## src/rtl/core/welt_pkg.sv

```systemverilog
`default_nettype none
// ----------------------------------------------------------------------------
// welt_pkg: shared types and constants for the weighted edge list table
// Sizes of the table, command and status codes, the queued command record
// and the weight conversion helpers.
// ----------------------------------------------------------------------------
package welt_pkg;

    // table sizes
    localparam int MAX_VERTICES = 16;
    localparam int MAX_DEGREE   = 8;
    localparam int WEIGHT_BITS  = 32;

    // fixed field widths
    localparam int CMD_W    = 2;
    localparam int VTX_W    = 4;
    localparam int WT_W     = 32;
    localparam int STAT_W   = 2;
    localparam int VCOUNT_W = 5;

    // derived widths
    localparam int MEM_DEPTH = MAX_VERTICES * MAX_DEGREE;
    localparam int ADDR_W    = (MEM_DEPTH > 1) ? $clog2(MEM_DEPTH) : 1;
    localparam int VIDX_W    = $clog2(MAX_VERTICES);
    localparam int LEN_W     = $clog2(MAX_DEGREE + 1);

    // command queue between front and back
    localparam int FIFO_DEPTH = 2;
    localparam int FPTR_W     = (FIFO_DEPTH > 1) ? $clog2(FIFO_DEPTH) : 1;
    localparam int FCNT_W     = $clog2(FIFO_DEPTH + 1);

    // port packing
    localparam int S_TDATA_W = ((2 * VTX_W + WT_W + 7) / 8) * 8;
    localparam int M_TDATA_W = ((VTX_W + WT_W + 7) / 8) * 8;
    localparam int M_TUSER_W = STAT_W + 1;

    // command codes
    localparam logic [CMD_W-1:0] CMD_INSERT = 2'd0;
    localparam logic [CMD_W-1:0] CMD_REMOVE = 2'd1;
    localparam logic [CMD_W-1:0] CMD_LOOKUP = 2'd2;
    localparam logic [CMD_W-1:0] CMD_LIST   = 2'd3;

    // status codes
    localparam logic [STAT_W-1:0] STAT_OK        = 2'd0;
    localparam logic [STAT_W-1:0] STAT_NOT_FOUND = 2'd1;
    localparam logic [STAT_W-1:0] STAT_FULL      = 2'd2;
    localparam logic [STAT_W-1:0] STAT_RANGE     = 2'd3;

    localparam logic [VCOUNT_W-1:0] VCOUNT_RESET = 5'd16;

    // classified operation
    typedef enum logic [2:0] {
        OP_INSERT,
        OP_REMOVE,
        OP_LOOKUP,
        OP_LIST,
        OP_REJECT
    } op_t;

    // one queued command
    typedef struct packed {
        op_t                    op;
        logic [VTX_W-1:0]       src;
        logic [VTX_W-1:0]       dst;
        logic [WEIGHT_BITS-1:0] weight;
    } cmd_t;

    // one stored edge
    typedef struct packed {
        logic [VTX_W-1:0]       target;
        logic [WEIGHT_BITS-1:0] weight;
    } edge_t;

    // keep the low WEIGHT_BITS of a sign-extended input weight
    function automatic logic [WEIGHT_BITS-1:0] to_stored(input logic signed [WT_W-1:0] w);
        logic signed [63:0] ext;
        ext = 64'(w);
        return ext[WEIGHT_BITS-1:0];
    endfunction

    // sign-extend a stored weight and report its low 32 bits
    function automatic logic [WT_W-1:0] report_weight(input logic [WEIGHT_BITS-1:0] w);
        logic signed [WEIGHT_BITS-1:0] ws;
        logic signed [63:0]            ext;
        ws  = w;
        ext = 64'(ws);
        return ext[WT_W-1:0];
    endfunction

endpackage
`default_nettype wire

```

## src/rtl/core/weighted_edge_list_table_top.sv

```systemverilog
`default_nettype none
// ----------------------------------------------------------------------------
// weighted_edge_list_table_top: weighted directed graph adjacency lists
// Per-vertex ordered lists of outgoing edges with insert, remove, lookup
// and list-neighbors commands.
// ----------------------------------------------------------------------------
//  channel   direction  beat contents
//  s_axis    in         tuser: cmd; tdata: src_vertex, dst_vertex, edge_weight
//  m_axis    out        tuser: status, found; tdata: neighbour, weight_out;
//                       tlast: last
//  cfg       in         cfg_wr_data: vertex_count, written when cfg_wr_en is high
//
//  With the sequencer idle, a reject or insert goes from the queue through
//  the decode and result states to the output register; lookup and remove
//  read and check each list entry scanned, remove then reads and writes
//  each entry it moves down; list reads and emits each edge in turn. The
//  edge memory has a registered read. Reset clears all lists at once; no
//  clearing pass. A stalled result holds the sequencer, while the two-entry
//  command queue keeps accepting beats until it fills.
// ----------------------------------------------------------------------------
module weighted_edge_list_table_top
    import welt_pkg::*;
(
    input  wire logic                 aclk,
    input  wire logic                 aresetn,
    input  wire logic                 cfg_wr_en,
    input  wire logic [VCOUNT_W-1:0]  cfg_wr_data,    // vertex_count
    input  wire logic                 s_axis_tvalid,
    output logic                      s_axis_tready,
    input  wire logic [S_TDATA_W-1:0] s_axis_tdata,   // src_vertex, dst_vertex, edge_weight
    input  wire logic [CMD_W-1:0]     s_axis_tuser,   // cmd
    output logic                      m_axis_tvalid,
    input  wire logic                 m_axis_tready,
    output logic [M_TDATA_W-1:0]      m_axis_tdata,   // neighbour, weight_out
    output logic [M_TUSER_W-1:0]      m_axis_tuser,   // status, found
    output logic                      m_axis_tlast
);

    logic q_push;
    logic q_full;
    logic q_pop;
    logic q_empty;
    cmd_t push_cmd;
    cmd_t head_cmd;

    welt_front u_front (
        .aclk          (aclk),
        .aresetn       (aresetn),
        .cfg_wr_en     (cfg_wr_en),
        .cfg_wr_data   (cfg_wr_data),
        .s_axis_tvalid (s_axis_tvalid),
        .s_axis_tready (s_axis_tready),
        .s_axis_tdata  (s_axis_tdata),
        .s_axis_tuser  (s_axis_tuser),
        .q_full        (q_full),
        .q_push        (q_push),
        .q_cmd         (push_cmd)
    );

    welt_cmd_fifo u_fifo (
        .aclk     (aclk),
        .aresetn  (aresetn),
        .push     (q_push),
        .push_cmd (push_cmd),
        .full     (q_full),
        .pop      (q_pop),
        .head_cmd (head_cmd),
        .empty    (q_empty)
    );

    welt_back u_back (
        .aclk          (aclk),
        .aresetn       (aresetn),
        .q_empty       (q_empty),
        .q_head        (head_cmd),
        .q_pop         (q_pop),
        .m_axis_tvalid (m_axis_tvalid),
        .m_axis_tready (m_axis_tready),
        .m_axis_tdata  (m_axis_tdata),
        .m_axis_tuser  (m_axis_tuser),
        .m_axis_tlast  (m_axis_tlast)
    );

endmodule
`default_nettype wire

```

## src/rtl/core/welt_front.sv

```systemverilog
`default_nettype none
// ----------------------------------------------------------------------------
// welt_front: command intake
// Holds the vertex count register, checks vertex ranges and turns each
// accepted beat into a classified command for the queue.
// ----------------------------------------------------------------------------
module welt_front
    import welt_pkg::*;
(
    input  wire logic                 aclk,
    input  wire logic                 aresetn,
    input  wire logic                 cfg_wr_en,
    input  wire logic [VCOUNT_W-1:0]  cfg_wr_data,
    input  wire logic                 s_axis_tvalid,
    output logic                      s_axis_tready,
    input  wire logic [S_TDATA_W-1:0] s_axis_tdata,
    input  wire logic [CMD_W-1:0]     s_axis_tuser,
    input  wire logic                 q_full,
    output logic                      q_push,
    output cmd_t                      q_cmd
);

    logic [VCOUNT_W-1:0] vcount_reg;
    logic [VTX_W-1:0]    src;
    logic [VTX_W-1:0]    dst;
    logic [WT_W-1:0]     weight_in;
    logic                src_ok;
    logic                dst_ok;

    // hold the vertex count
    always_ff @(posedge aclk) begin
        if (!aresetn) begin
            vcount_reg <= VCOUNT_RESET;
        end else if (cfg_wr_en) begin
            vcount_reg <= cfg_wr_data;
        end
    end

    // unpack the beat
    assign src       = s_axis_tdata[VTX_W-1:0];
    assign dst       = s_axis_tdata[2*VTX_W-1:VTX_W];
    assign weight_in = s_axis_tdata[2*VTX_W+WT_W-1:2*VTX_W];

    // range checks against the configured and the built-in vertex count
    assign src_ok = ({1'b0, src} < vcount_reg) && (32'(src) < MAX_VERTICES);
    assign dst_ok = ({1'b0, dst} < vcount_reg) && (32'(dst) < MAX_VERTICES);

    assign s_axis_tready = !q_full;
    assign q_push        = s_axis_tvalid && !q_full;

    // classify the command
    always_comb begin
        q_cmd.src    = src;
        q_cmd.dst    = dst;
        q_cmd.weight = to_stored(signed'(weight_in));
        case (s_axis_tuser)
            CMD_INSERT: q_cmd.op = (src_ok && dst_ok) ? OP_INSERT : OP_REJECT;
            CMD_REMOVE: q_cmd.op = (src_ok && dst_ok) ? OP_REMOVE : OP_REJECT;
            CMD_LOOKUP: q_cmd.op = (src_ok && dst_ok) ? OP_LOOKUP : OP_REJECT;
            CMD_LIST:   q_cmd.op = src_ok ? OP_LIST : OP_REJECT;
            default:    q_cmd.op = OP_REJECT;
        endcase
    end

endmodule
`default_nettype wire

```

## src/rtl/core/welt_cmd_fifo.sv

```systemverilog
`default_nettype none
// ----------------------------------------------------------------------------
// welt_cmd_fifo: command queue
// Short first-in first-out queue of classified commands between the
// intake and the list sequencer.
// ----------------------------------------------------------------------------
module welt_cmd_fifo
    import welt_pkg::*;
(
    input  wire logic aclk,
    input  wire logic aresetn,
    input  wire logic push,
    input  wire cmd_t push_cmd,
    output logic      full,
    input  wire logic pop,
    output cmd_t      head_cmd,
    output logic      empty
);

    cmd_t              slot_reg [FIFO_DEPTH];
    logic [FPTR_W-1:0] wr_ptr_reg;
    logic [FPTR_W-1:0] rd_ptr_reg;
    logic [FCNT_W-1:0] count_reg;
    logic              do_push;
    logic              do_pop;

    assign full     = (count_reg == FCNT_W'(FIFO_DEPTH));
    assign empty    = (count_reg == '0);
    assign do_push  = push && !full;
    assign do_pop   = pop && !empty;
    assign head_cmd = slot_reg[rd_ptr_reg];

    // store the entry
    always_ff @(posedge aclk) begin
        if (do_push) begin
            slot_reg[wr_ptr_reg] <= push_cmd;
        end
    end

    // advance pointers and count
    always_ff @(posedge aclk) begin
        if (!aresetn) begin
            wr_ptr_reg <= '0;
            rd_ptr_reg <= '0;
            count_reg  <= '0;
        end else begin
            if (do_push) begin
                wr_ptr_reg <= (wr_ptr_reg == FPTR_W'(FIFO_DEPTH - 1)) ? '0 : wr_ptr_reg + 1'b1;
            end
            if (do_pop) begin
                rd_ptr_reg <= (rd_ptr_reg == FPTR_W'(FIFO_DEPTH - 1)) ? '0 : rd_ptr_reg + 1'b1;
            end
            case ({do_push, do_pop})
                2'b10:   count_reg <= count_reg + 1'b1;
                2'b01:   count_reg <= count_reg - 1'b1;
                default: count_reg <= count_reg;
            endcase
        end
    end

    a_count_bound: assert property (@(posedge aclk) disable iff (!aresetn)
        count_reg <= FCNT_W'(FIFO_DEPTH))
        else $error("command queue count above depth");

endmodule
`default_nettype wire

```

## src/rtl/core/welt_back.sv

```systemverilog
`default_nettype none
// ----------------------------------------------------------------------------
// welt_back: list sequencer
// Owns the edge memory and the list lengths, walks one vertex list per
// command and drives the result channel through an output register.
// ----------------------------------------------------------------------------
module welt_back
    import welt_pkg::*;
(
    input  wire logic                 aclk,
    input  wire logic                 aresetn,
    input  wire logic                 q_empty,
    input  wire cmd_t                 q_head,
    output logic                      q_pop,
    output logic                      m_axis_tvalid,
    input  wire logic                 m_axis_tready,
    output logic [M_TDATA_W-1:0]      m_axis_tdata,
    output logic [M_TUSER_W-1:0]      m_axis_tuser,
    output logic                      m_axis_tlast
);

    typedef enum logic [2:0] {
        ST_IDLE,
        ST_DECODE,
        ST_SCAN_RD,
        ST_SCAN_CHK,
        ST_SHIFT_RD,
        ST_SHIFT_WR,
        ST_RESP
    } state_t;

    state_t            state_reg;
    cmd_t              cur_reg;
    logic [LEN_W-1:0]  n_reg;
    logic [LEN_W-1:0]  idx_reg;
    logic [LEN_W-1:0]  len_reg [MAX_VERTICES];

    // pending single result
    logic [STAT_W-1:0] resp_status_reg;
    logic              resp_found_reg;
    logic [VTX_W-1:0]  resp_nb_reg;
    logic [WT_W-1:0]   resp_wt_reg;

    // output register
    logic              m_valid_reg;
    logic [STAT_W-1:0] m_status_reg;
    logic              m_found_reg;
    logic [VTX_W-1:0]  m_nb_reg;
    logic [WT_W-1:0]   m_wt_reg;
    logic              m_last_reg;

    // edge memory
    edge_t             edge_mem [MEM_DEPTH];
    edge_t             rd_data_reg;
    logic              mem_we;
    logic [ADDR_W-1:0] mem_waddr;
    edge_t             mem_wdata;
    logic              mem_re;
    logic [ADDR_W-1:0] mem_raddr;

    logic [ADDR_W-1:0] base_addr;
    logic              out_free;
    logic              more_after;
    logic              at_end;
    logic              is_full;
    logic [VIDX_W-1:0] cur_vidx;

    assign cur_vidx   = VIDX_W'(cur_reg.src);
    assign base_addr  = ADDR_W'(cur_reg.src) * ADDR_W'(MAX_DEGREE);
    assign out_free   = !m_valid_reg || m_axis_tready;
    assign at_end     = ((idx_reg + LEN_W'(1)) == n_reg);
    assign more_after = ((idx_reg + LEN_W'(1)) < n_reg);
    assign is_full    = (n_reg == LEN_W'(MAX_DEGREE));
    assign q_pop      = (state_reg == ST_IDLE) && !q_empty;

    // memory port control
    always_comb begin
        mem_re    = (state_reg == ST_SCAN_RD) || ((state_reg == ST_SHIFT_RD) && more_after);
        mem_raddr = base_addr + ADDR_W'(idx_reg) +
                    ((state_reg == ST_SHIFT_RD) ? ADDR_W'(1) : ADDR_W'(0));
        mem_we    = ((state_reg == ST_DECODE) && (cur_reg.op == OP_INSERT) && !is_full) ||
                    (state_reg == ST_SHIFT_WR);
        if (state_reg == ST_DECODE) begin
            mem_waddr        = base_addr + ADDR_W'(n_reg);
            mem_wdata.target = cur_reg.dst;
            mem_wdata.weight = cur_reg.weight;
        end else begin
            mem_waddr = base_addr + ADDR_W'(idx_reg);
            mem_wdata = rd_data_reg;
        end
    end

    // write and read the edge memory
    always_ff @(posedge aclk) begin
        if (mem_we) begin
            edge_mem[mem_waddr] <= mem_wdata;
        end
        if (mem_re) begin
            rd_data_reg <= edge_mem[mem_raddr];
        end
    end

    // sequencer, list lengths and output register
    always_ff @(posedge aclk) begin
        if (!aresetn) begin
            state_reg   <= ST_IDLE;
            m_valid_reg <= 1'b0;
            for (int v = 0; v < MAX_VERTICES; v++) begin
                len_reg[v] <= '0;
            end
        end else begin
            // drop the result once taken
            if (m_valid_reg && m_axis_tready) begin
                m_valid_reg <= 1'b0;
            end
            case (state_reg)
                ST_IDLE: begin
                    if (!q_empty) begin
                        cur_reg   <= q_head;
                        n_reg     <= len_reg[VIDX_W'(q_head.src)];
                        state_reg <= ST_DECODE;
                    end
                end
                ST_DECODE: begin
                    idx_reg         <= '0;
                    resp_found_reg  <= 1'b0;
                    resp_nb_reg     <= '0;
                    resp_wt_reg     <= '0;
                    resp_status_reg <= STAT_OK;
                    state_reg       <= ST_RESP;
                    case (cur_reg.op)
                        OP_INSERT: begin
                            if (is_full) begin
                                resp_status_reg <= STAT_FULL;
                            end else begin
                                len_reg[cur_vidx] <= n_reg + LEN_W'(1);
                            end
                        end
                        OP_REMOVE, OP_LOOKUP: begin
                            if (n_reg == '0) begin
                                resp_status_reg <= STAT_NOT_FOUND;
                            end else begin
                                state_reg <= ST_SCAN_RD;
                            end
                        end
                        OP_LIST: begin
                            if (n_reg != '0) begin
                                state_reg <= ST_SCAN_RD;
                            end
                        end
                        default: begin
                            resp_status_reg <= STAT_RANGE;
                        end
                    endcase
                end
                ST_SCAN_RD: begin
                    state_reg <= ST_SCAN_CHK;
                end
                ST_SCAN_CHK: begin
                    if (cur_reg.op == OP_LIST) begin
                        // emit each edge in order
                        if (out_free) begin
                            m_valid_reg  <= 1'b1;
                            m_status_reg <= STAT_OK;
                            m_found_reg  <= 1'b1;
                            m_nb_reg     <= rd_data_reg.target;
                            m_wt_reg     <= report_weight(rd_data_reg.weight);
                            m_last_reg   <= at_end;
                            if (at_end) begin
                                state_reg <= ST_IDLE;
                            end else begin
                                idx_reg   <= idx_reg + LEN_W'(1);
                                state_reg <= ST_SCAN_RD;
                            end
                        end
                    end else if (rd_data_reg.target == cur_reg.dst) begin
                        resp_status_reg <= STAT_OK;
                        resp_found_reg  <= 1'b1;
                        resp_nb_reg     <= rd_data_reg.target;
                        resp_wt_reg     <= report_weight(rd_data_reg.weight);
                        state_reg       <= (cur_reg.op == OP_REMOVE) ? ST_SHIFT_RD : ST_RESP;
                    end else if (at_end) begin
                        resp_status_reg <= STAT_NOT_FOUND;
                        state_reg       <= ST_RESP;
                    end else begin
                        idx_reg   <= idx_reg + LEN_W'(1);
                        state_reg <= ST_SCAN_RD;
                    end
                end
                ST_SHIFT_RD: begin
                    // close the gap one entry at a time
                    if (more_after) begin
                        state_reg <= ST_SHIFT_WR;
                    end else begin
                        len_reg[cur_vidx] <= n_reg - LEN_W'(1);
                        state_reg         <= ST_RESP;
                    end
                end
                ST_SHIFT_WR: begin
                    idx_reg   <= idx_reg + LEN_W'(1);
                    state_reg <= ST_SHIFT_RD;
                end
                ST_RESP: begin
                    if (out_free) begin
                        m_valid_reg  <= 1'b1;
                        m_status_reg <= resp_status_reg;
                        m_found_reg  <= resp_found_reg;
                        m_nb_reg     <= resp_nb_reg;
                        m_wt_reg     <= resp_wt_reg;
                        m_last_reg   <= 1'b1;
                        state_reg    <= ST_IDLE;
                    end
                end
                default: begin
                    state_reg <= ST_IDLE;
                end
            endcase
        end
    end

    assign m_axis_tvalid = m_valid_reg;
    assign m_axis_tdata  = {(M_TDATA_W - VTX_W - WT_W)'(0), m_wt_reg, m_nb_reg};
    assign m_axis_tuser  = {m_found_reg, m_status_reg};
    assign m_axis_tlast  = m_last_reg;

    a_scan_in_list: assert property (@(posedge aclk) disable iff (!aresetn)
        state_reg == ST_SCAN_CHK |-> idx_reg < n_reg)
        else $error("scan index beyond list length");

    a_insert_room: assert property (@(posedge aclk) disable iff (!aresetn)
        (mem_we && state_reg == ST_DECODE) |-> n_reg < LEN_W'(MAX_DEGREE))
        else $error("insert written into a full list");

    a_shift_inside: assert property (@(posedge aclk) disable iff (!aresetn)
        state_reg == ST_SHIFT_WR |-> $past(mem_re))
        else $error("shift write without a preceding read");

endmodule
`default_nettype wire

```

## config.mk

```make
export PLATFORM = sky130hd
export DESIGN_NAME = weighted_edge_list_table_top
export DESIGN_NICKNAME = d
export VERILOG_FILES = /design/src/rtl/core/welt_pkg.sv /design/src/rtl/core/weighted_edge_list_table_top.sv /design/src/rtl/core/welt_front.sv /design/src/rtl/core/welt_cmd_fifo.sv /design/src/rtl/core/welt_back.sv
export SDC_FILE = /design/constraint.sdc
export NUM_CORES = 2
export LEC_CHECK = 0
export BUFFER_PORTS_ARGS = -buffer_cell sky130_fd_sc_hd__buf_2
export CORE_MARGIN = 5
export CORE_UTILIZATION = 65
export CTS_BUF_LIST = sky130_fd_sc_hd__clkbuf_8
export CTS_CLUSTER_SIZE = 16
export DETAILED_ROUTE_END_ITERATION = 7
export PLACE_DENSITY = 0.81
export SLEW_MARGIN = 20
export SYNTH_ARGS = -nofsm -noshare
export SYNTH_HDL_FRONTEND = slang
export SYNTH_MEMORY_MAX_BITS = 65536
export SYNTH_SLANG_ARGS = --single-unit
export TNS_END_PERCENT = 100
```

## constraint.sdc

```tcl
create_clock -name aclk -period 5.7 [get_ports aclk]
set_input_delay 0 -clock aclk [delete_from_list [all_inputs] [get_ports aclk]]
set_output_delay 0 -clock aclk [all_outputs]
set_load 0.005 [all_outputs]
```

After elaboration in Yosys (flattened, before gate mapping) --
Memory sizes are Yosys's and may differ from the RTL's. A register that Yosys moved wholly into a read port is not among the register bits. Cells that the tools add are included.
Storage, ports and cells: bits in latches 0, output and inout port bits 46, bits in registers 139, memories kept 3, memory bits (read-only) 0, word-level logic and storage cells 187, memory bits (writable) 4758
Memories:
- u_back.edge_mem | words 128, bits a word 36, rd ports 1, clocked after Yosys merged registers in 1, write ports 1, line welt_back.sv:53 | edge_t edge_mem [MEM_DEPTH];
- u_fifo.slot_reg | words 2, bits a word 43, rd ports 1, clocked after Yosys merged registers in 1, write ports 1, line welt_cmd_fifo.sv:20 | cmd_t slot_reg [FIFO_DEPTH];
- u_back.len_reg | words 16, bits a word 4, rd ports 1, clocked after Yosys merged registers in 1, write ports 16, line welt_back.sv:36 | logic [LEN_W-1:0] len_reg [MAX_VERTICES];
Cells by class: reductions and logical operators 34, mux-type cells 88, magnitude comparators 3, $add $sub $neg 10, shift operators 0, $mul 0, bitwise gates (word level) 2, divide/modulo/power cells 0, eq/ne operators 27
Operators with widths (number):
- $mux W32 | 5
- $pmux W32 S2 | 2
- $mux W4 | 12
- $mux W3 | 12
- $mux W36 | 1
- $mux W1 | 31
- $pmux W3 S7 | 1
- $mux W2 | 10
- $pmux W4 S2 | 2
- $add A7 B4 Y7 | 2
- $eq A3 B2 Y1 const B | 4
- $pmux W2 S2 | 3
- $pmux W3 S4 | 1
- $pmux W4 S3 | 1
- $reduce_and A4 Y1 | 3
- $lt A4 B5 Y1 | 2
- $eq A3 B3 Y1 const B | 3
- $logic_and A1 B1 Y1 | 9
- $add A4 B1 Y4 const B | 2
- $eq A2 B2 Y1 const B | 4
- $eq A4 B4 Y1 | 2
- $ne A2 B1 Y1 const B | 4
- $pmux W1 S2 | 4
- $add A7 B7 Y7 | 1
- other kinds (28) | 43

Longest topological paths before layout --
depth in word-level cells 9, gate-level depth with buffers 14, gate-level depth less buffers 13

Modules after synthesis --
From an unflattened synthesis, not the netlist that was laid out.
Unflattened totals: cell total of the unflattened synthesis 8874, area, all modules 190303.8 µm²
By module, submodules not included:
- welt_back | sequential area each 145359.4 µm², area an instance 186288.7 µm², cells an instance 8633, times used 1
- welt_cmd_fifo | sequential area each 2682.6 µm², area an instance 3328.2 µm², cells an instance 160, times used 1
- welt_front | sequential area each 100.1 µm², area an instance 686.9 µm², cells an instance 81, times used 1

Worst setup path after synthesis --
OpenSTA, ideal clock, no wires.
path type reg-to-reg, start point reg u_back.n_reg[3], read port of u_back.len_reg, end point mem u_back.edge_mem[64][0] (netlist name) (enable), stages on the path, launching flop included 8, setup slack 1.713 ns, setup time 0.429 ns, period minus slack after synthesis 3.987 ns, arrival time 3.557 ns, cell sequence edfxtp_1 > nor4b_1 > or4_1 > a21oi_1 > o2bb2ai_1 > nand2_1 > clkbuf_1 > nor2_1
On the way: longest elaborated chain between the ends 6
RTL lines:
- start, declared | line welt_back.sv:34 | logic [LEN_W-1:0] n_reg;
- branches (longest 6 deep; another with $add A7 B4 Y7)
- end, declared | line welt_back.sv:53
Several ways; the timed one is not identified.

Worst setup path after layout --
start point reg u_back.state_reg[2], end point reg, netlist name u_back.rd_data_reg[28]
On the way: longest elaborated chain between the ends 3
RTL lines:
- start, declared | line welt_back.sv:32 | state_t state_reg;
- start signal, assigned | line welt_back.sv:181 | state_reg <= (cur_reg.op == OP_REMOVE) ? ST_SHIFT_RD : ST_RESP;
- $eq A3 B3 Y1 | line welt_back.sv:78, welt_back.sv:80
- $mux W1 / $logic_and A1 B1 Y1 (equally long branches) | line welt_back.sv:80, welt_back.sv:78
- $add A7 B7 Y7 / $logic_or A1 B1 Y1 (equally long branches) | line welt_back.sv:79, welt_back.sv:78
Parallel ways exist; a longest one is shown, timed or not. A chain may end at the register's enable or synchronous reset.

==> results.cfg <==
[run_status]
outcome = complete, but fails checks
violations = design-rule violations

[global_route]
grt_pass1_vias = 102237
antenna_found_initial = 54
grt_pass1_wl_um = 744700
track_usage_pct = 35.10
grt-ovfl-total = 0
grt_max_degree = 129

[power]
power_mw = 102.0
vdd_drop_max_uv = 613.8
p_leak_nw = 69.11
power_density_mw_per_mm2 = 476.8

[final_layout]
largest_reg_flops = 4608
final_nets = 9706
fillCellCount = 14676
seq_area_mm2 = 0.1481
multiInputGateArea_mm2 = 0.04140
syn_to_final_growth_pct = 12.68
fin_area_mm2 = 0.2140
drive_above_1_share_pct = 29.32

[clocking]
cts_buffers = 729
cts_resized = 0
tritoncts = done
clock_path_buffers = 4
h-tree-depth = 6
cts_sinks = 4938
root_buffer = clkbuf_8
clk_latency_ns = 1.27
path_clk_slew_ns = 0.08

[floorplanning]
fp.dieH_um = 550.6
row_count = 198
coreArea_mm2 = 0.2911
io_pins = 98
die_w_um = 550.6
start_util_pct = 65.25
die_area_mm2 = 0.3031

[place]
dpl-instance-area_mm2 = 0.1993
hpwl_um = 299900
routabilityCongestion = 0.9051
port_buffers = 93

[setup_path]
cp-start-kind = flop
critPathCaptureType = flop
r2r_slack_ns = 0.60
path_class = flop to flop
slowest_stage = a211oi_1
path_buf_inv = 4
worstPathMaxFanout = 33
crit_chain = nor2b_1, nand2b_1, inv_1, ha_4, ha_4, buf_12, buf_12, buf_4, mux4_2, and2_1, a211oi_1, nor4_2, or4_1
crit_required_ns = 6.65
arrival_ns = 6.05
critical-path-max-stage-delay_ns = 0.92
critPathTopFamily = simple AND/OR/NAND/NOR gates

[synthesis]
ys_seq_area_share_pct = 77.99
ys_warn_count = 0
netlist_area_mm2 = 0.1899
avgSynthCellArea_um2 = 21.83
ys_top_cells_by_area = edfxtp_1 (78%), mux4_2 (15%), nand2_1 (1.4%), mux2i_1 (0.63%), clkbuf_1 (0.57%)
syn_inst = 8703
ys_async_sr_fraction_pct = 0
ys_types = 62
synth_edf_count = 4924
yosysMostFrequentCell = edfxtp_1
synthTopCellsByCount = edfxtp_1 (4924), mux4_2 (1224), nand2_1 (731)
synth_top_cell_by_area = edfxtp_1
synth_flop_cell = edfxtp_1
synth_top_area_share_pct = 77.84
synth-seq-cells = 4938

[timing]
relSlewSlack_pct = 12.28
slew_violations = 0
min_period_ns = 5.098
setup_viol = 0
finClkSkew_ns = 0.1050
period_share_pct = 89.43
tns_ns = 0
rsz0062_at_grt = no
worst_pin_slew_ns = 1.304
fmax_mhz = 196.2
hold_viol = 0

[drt]
avgRoutedWirePerCell_um = 37.45
drt_wl_total_um = 530900
final_antenna_net_count = 0
routed-wl-met2_um = 243500
vias_per_cell = 7.176
remaining_drc_errors = 2
drt_iter0_drc = 18954
m1WireLength_um = 165400
first_pass_iters = 8
dr_total_vias = 101722
top_layer = met5
dr_wl_met3_um = 88910

[worst_hold_path]
hold_class = input pin to flop

[flow_run]
cap_violations = 0
cells by family (layout without fill, tap and decap cells):
family	after synthesis	count (layout)	synth area share [%]
flip-flops	4938	4938	77.99
AND/OR/NAND/NOR	1432	1432	3.460
multiplexers	1423	1423	15.61
buffers and inverters	509	2000	1.171
AO/OA/AOI/OAI	354	354	1.488
XOR/XNOR	25	25	0.1311
adder cells (fa/ha/maj)	21	21	0.1423
other	1	83	0.001974
power breakdown:
group	leakage, nW	switching, mW	internal (mW)
clock	7.64	13.8	12.6
combinational	16.9	19.1	8.37
sequential	44.6	0.634	47.6
total	69.1	33.5	68.5
layer usage:
metal,up-vias,global-route usage (%)
li1,38382,-
met1,51783,46.50
met2,9890,52.39
met3,1643,12.69
met4,24,18.07
met5,-,0
metrics by stage:
stage	hold slack [ns]	instances	utilization, %	setup slack (ns)
after global placement	0.1925	12666	68.44	0.7613
after global routing	0.05070	14137	73.49	0.6240
after detailed placement	0.1972	12668	68.46	0.7262
final	0.06351	14176	73.53	0.6023
after floorplan	0.09887	8706	-	1.713
after CTS	0.005310	14095	73.43	0.7233
worst register-to-register path: stages, from the launching register on:
cell	delay, ns
dfxtp_1	0.33
nor2b_1	0.35
nand2b_1	0.16
inv_1	0.19
ha_4	0.21
ha_4	0.54
buf_12	0.28
buf_12	0.26
buf_4	0.26
mux4_2	0.32
and2_1	0.17
a211oi_1	0.92
nor4_2	0.27
or4_1	0.55
final cells by class:
type / count / share of cell area (%)
Clock inverter: 563 / 1.432
Tap cell: 3900 / 2.280
Multi-Input combinational cell: 3259 / 19.34
Antenna cell: 79 / 0.09236
Clock buffer: 732 / 4.707
Inverter: 18 / 0.03157
Sequential cell: 4938 / 69.22
Timing Repair Buffer: 687 / 2.901
layout by cell type, fill, tap and decap left out, types with 37 or more instances in the layout:
master,synthesis,layout
nand3_1,82,82
a21oi_1,53,52
and3_1,159,158
buf_4,15,387
dlygate4sd3_1,0,132
clkinv_2,0,75
mux4_2,1224,1224
or4_1,37,37
nor4_2,0,54
edfxtp_1,4924,4924
a32o_1,103,103
clkbuf_8,0,732
mux2i_1,120,119
buf_2,127,93
clkinv_1,1,171
mux2_2,79,79
inv_1,17,265
nor2_4,0,132
buf_12,0,73
a211oi_1,78,78
and2_1,78,77
nor2_1,214,82
diode_2,0,79
nand2_1,731,687
worst paths after layout:
check / start / end / cells after the start
max: u_back.state_reg[2] / u_back.rd_data_reg[28] / 13
min: s_axis_tdata[17] / u_fifo.slot_reg[1][9] / 3
max reg2reg: u_back.state_reg[2] / u_back.rd_data_reg[28] / 13
min reg2reg: u_back.resp_found_reg / u_back.m_found_reg / 1
what timing repair did:
item	CTS	global route
endpoints found under the hold margin	411	0
hold buffers	132	0
buffers inserted	0	0
No activity file was read; power rests on OpenSTA's default activity.
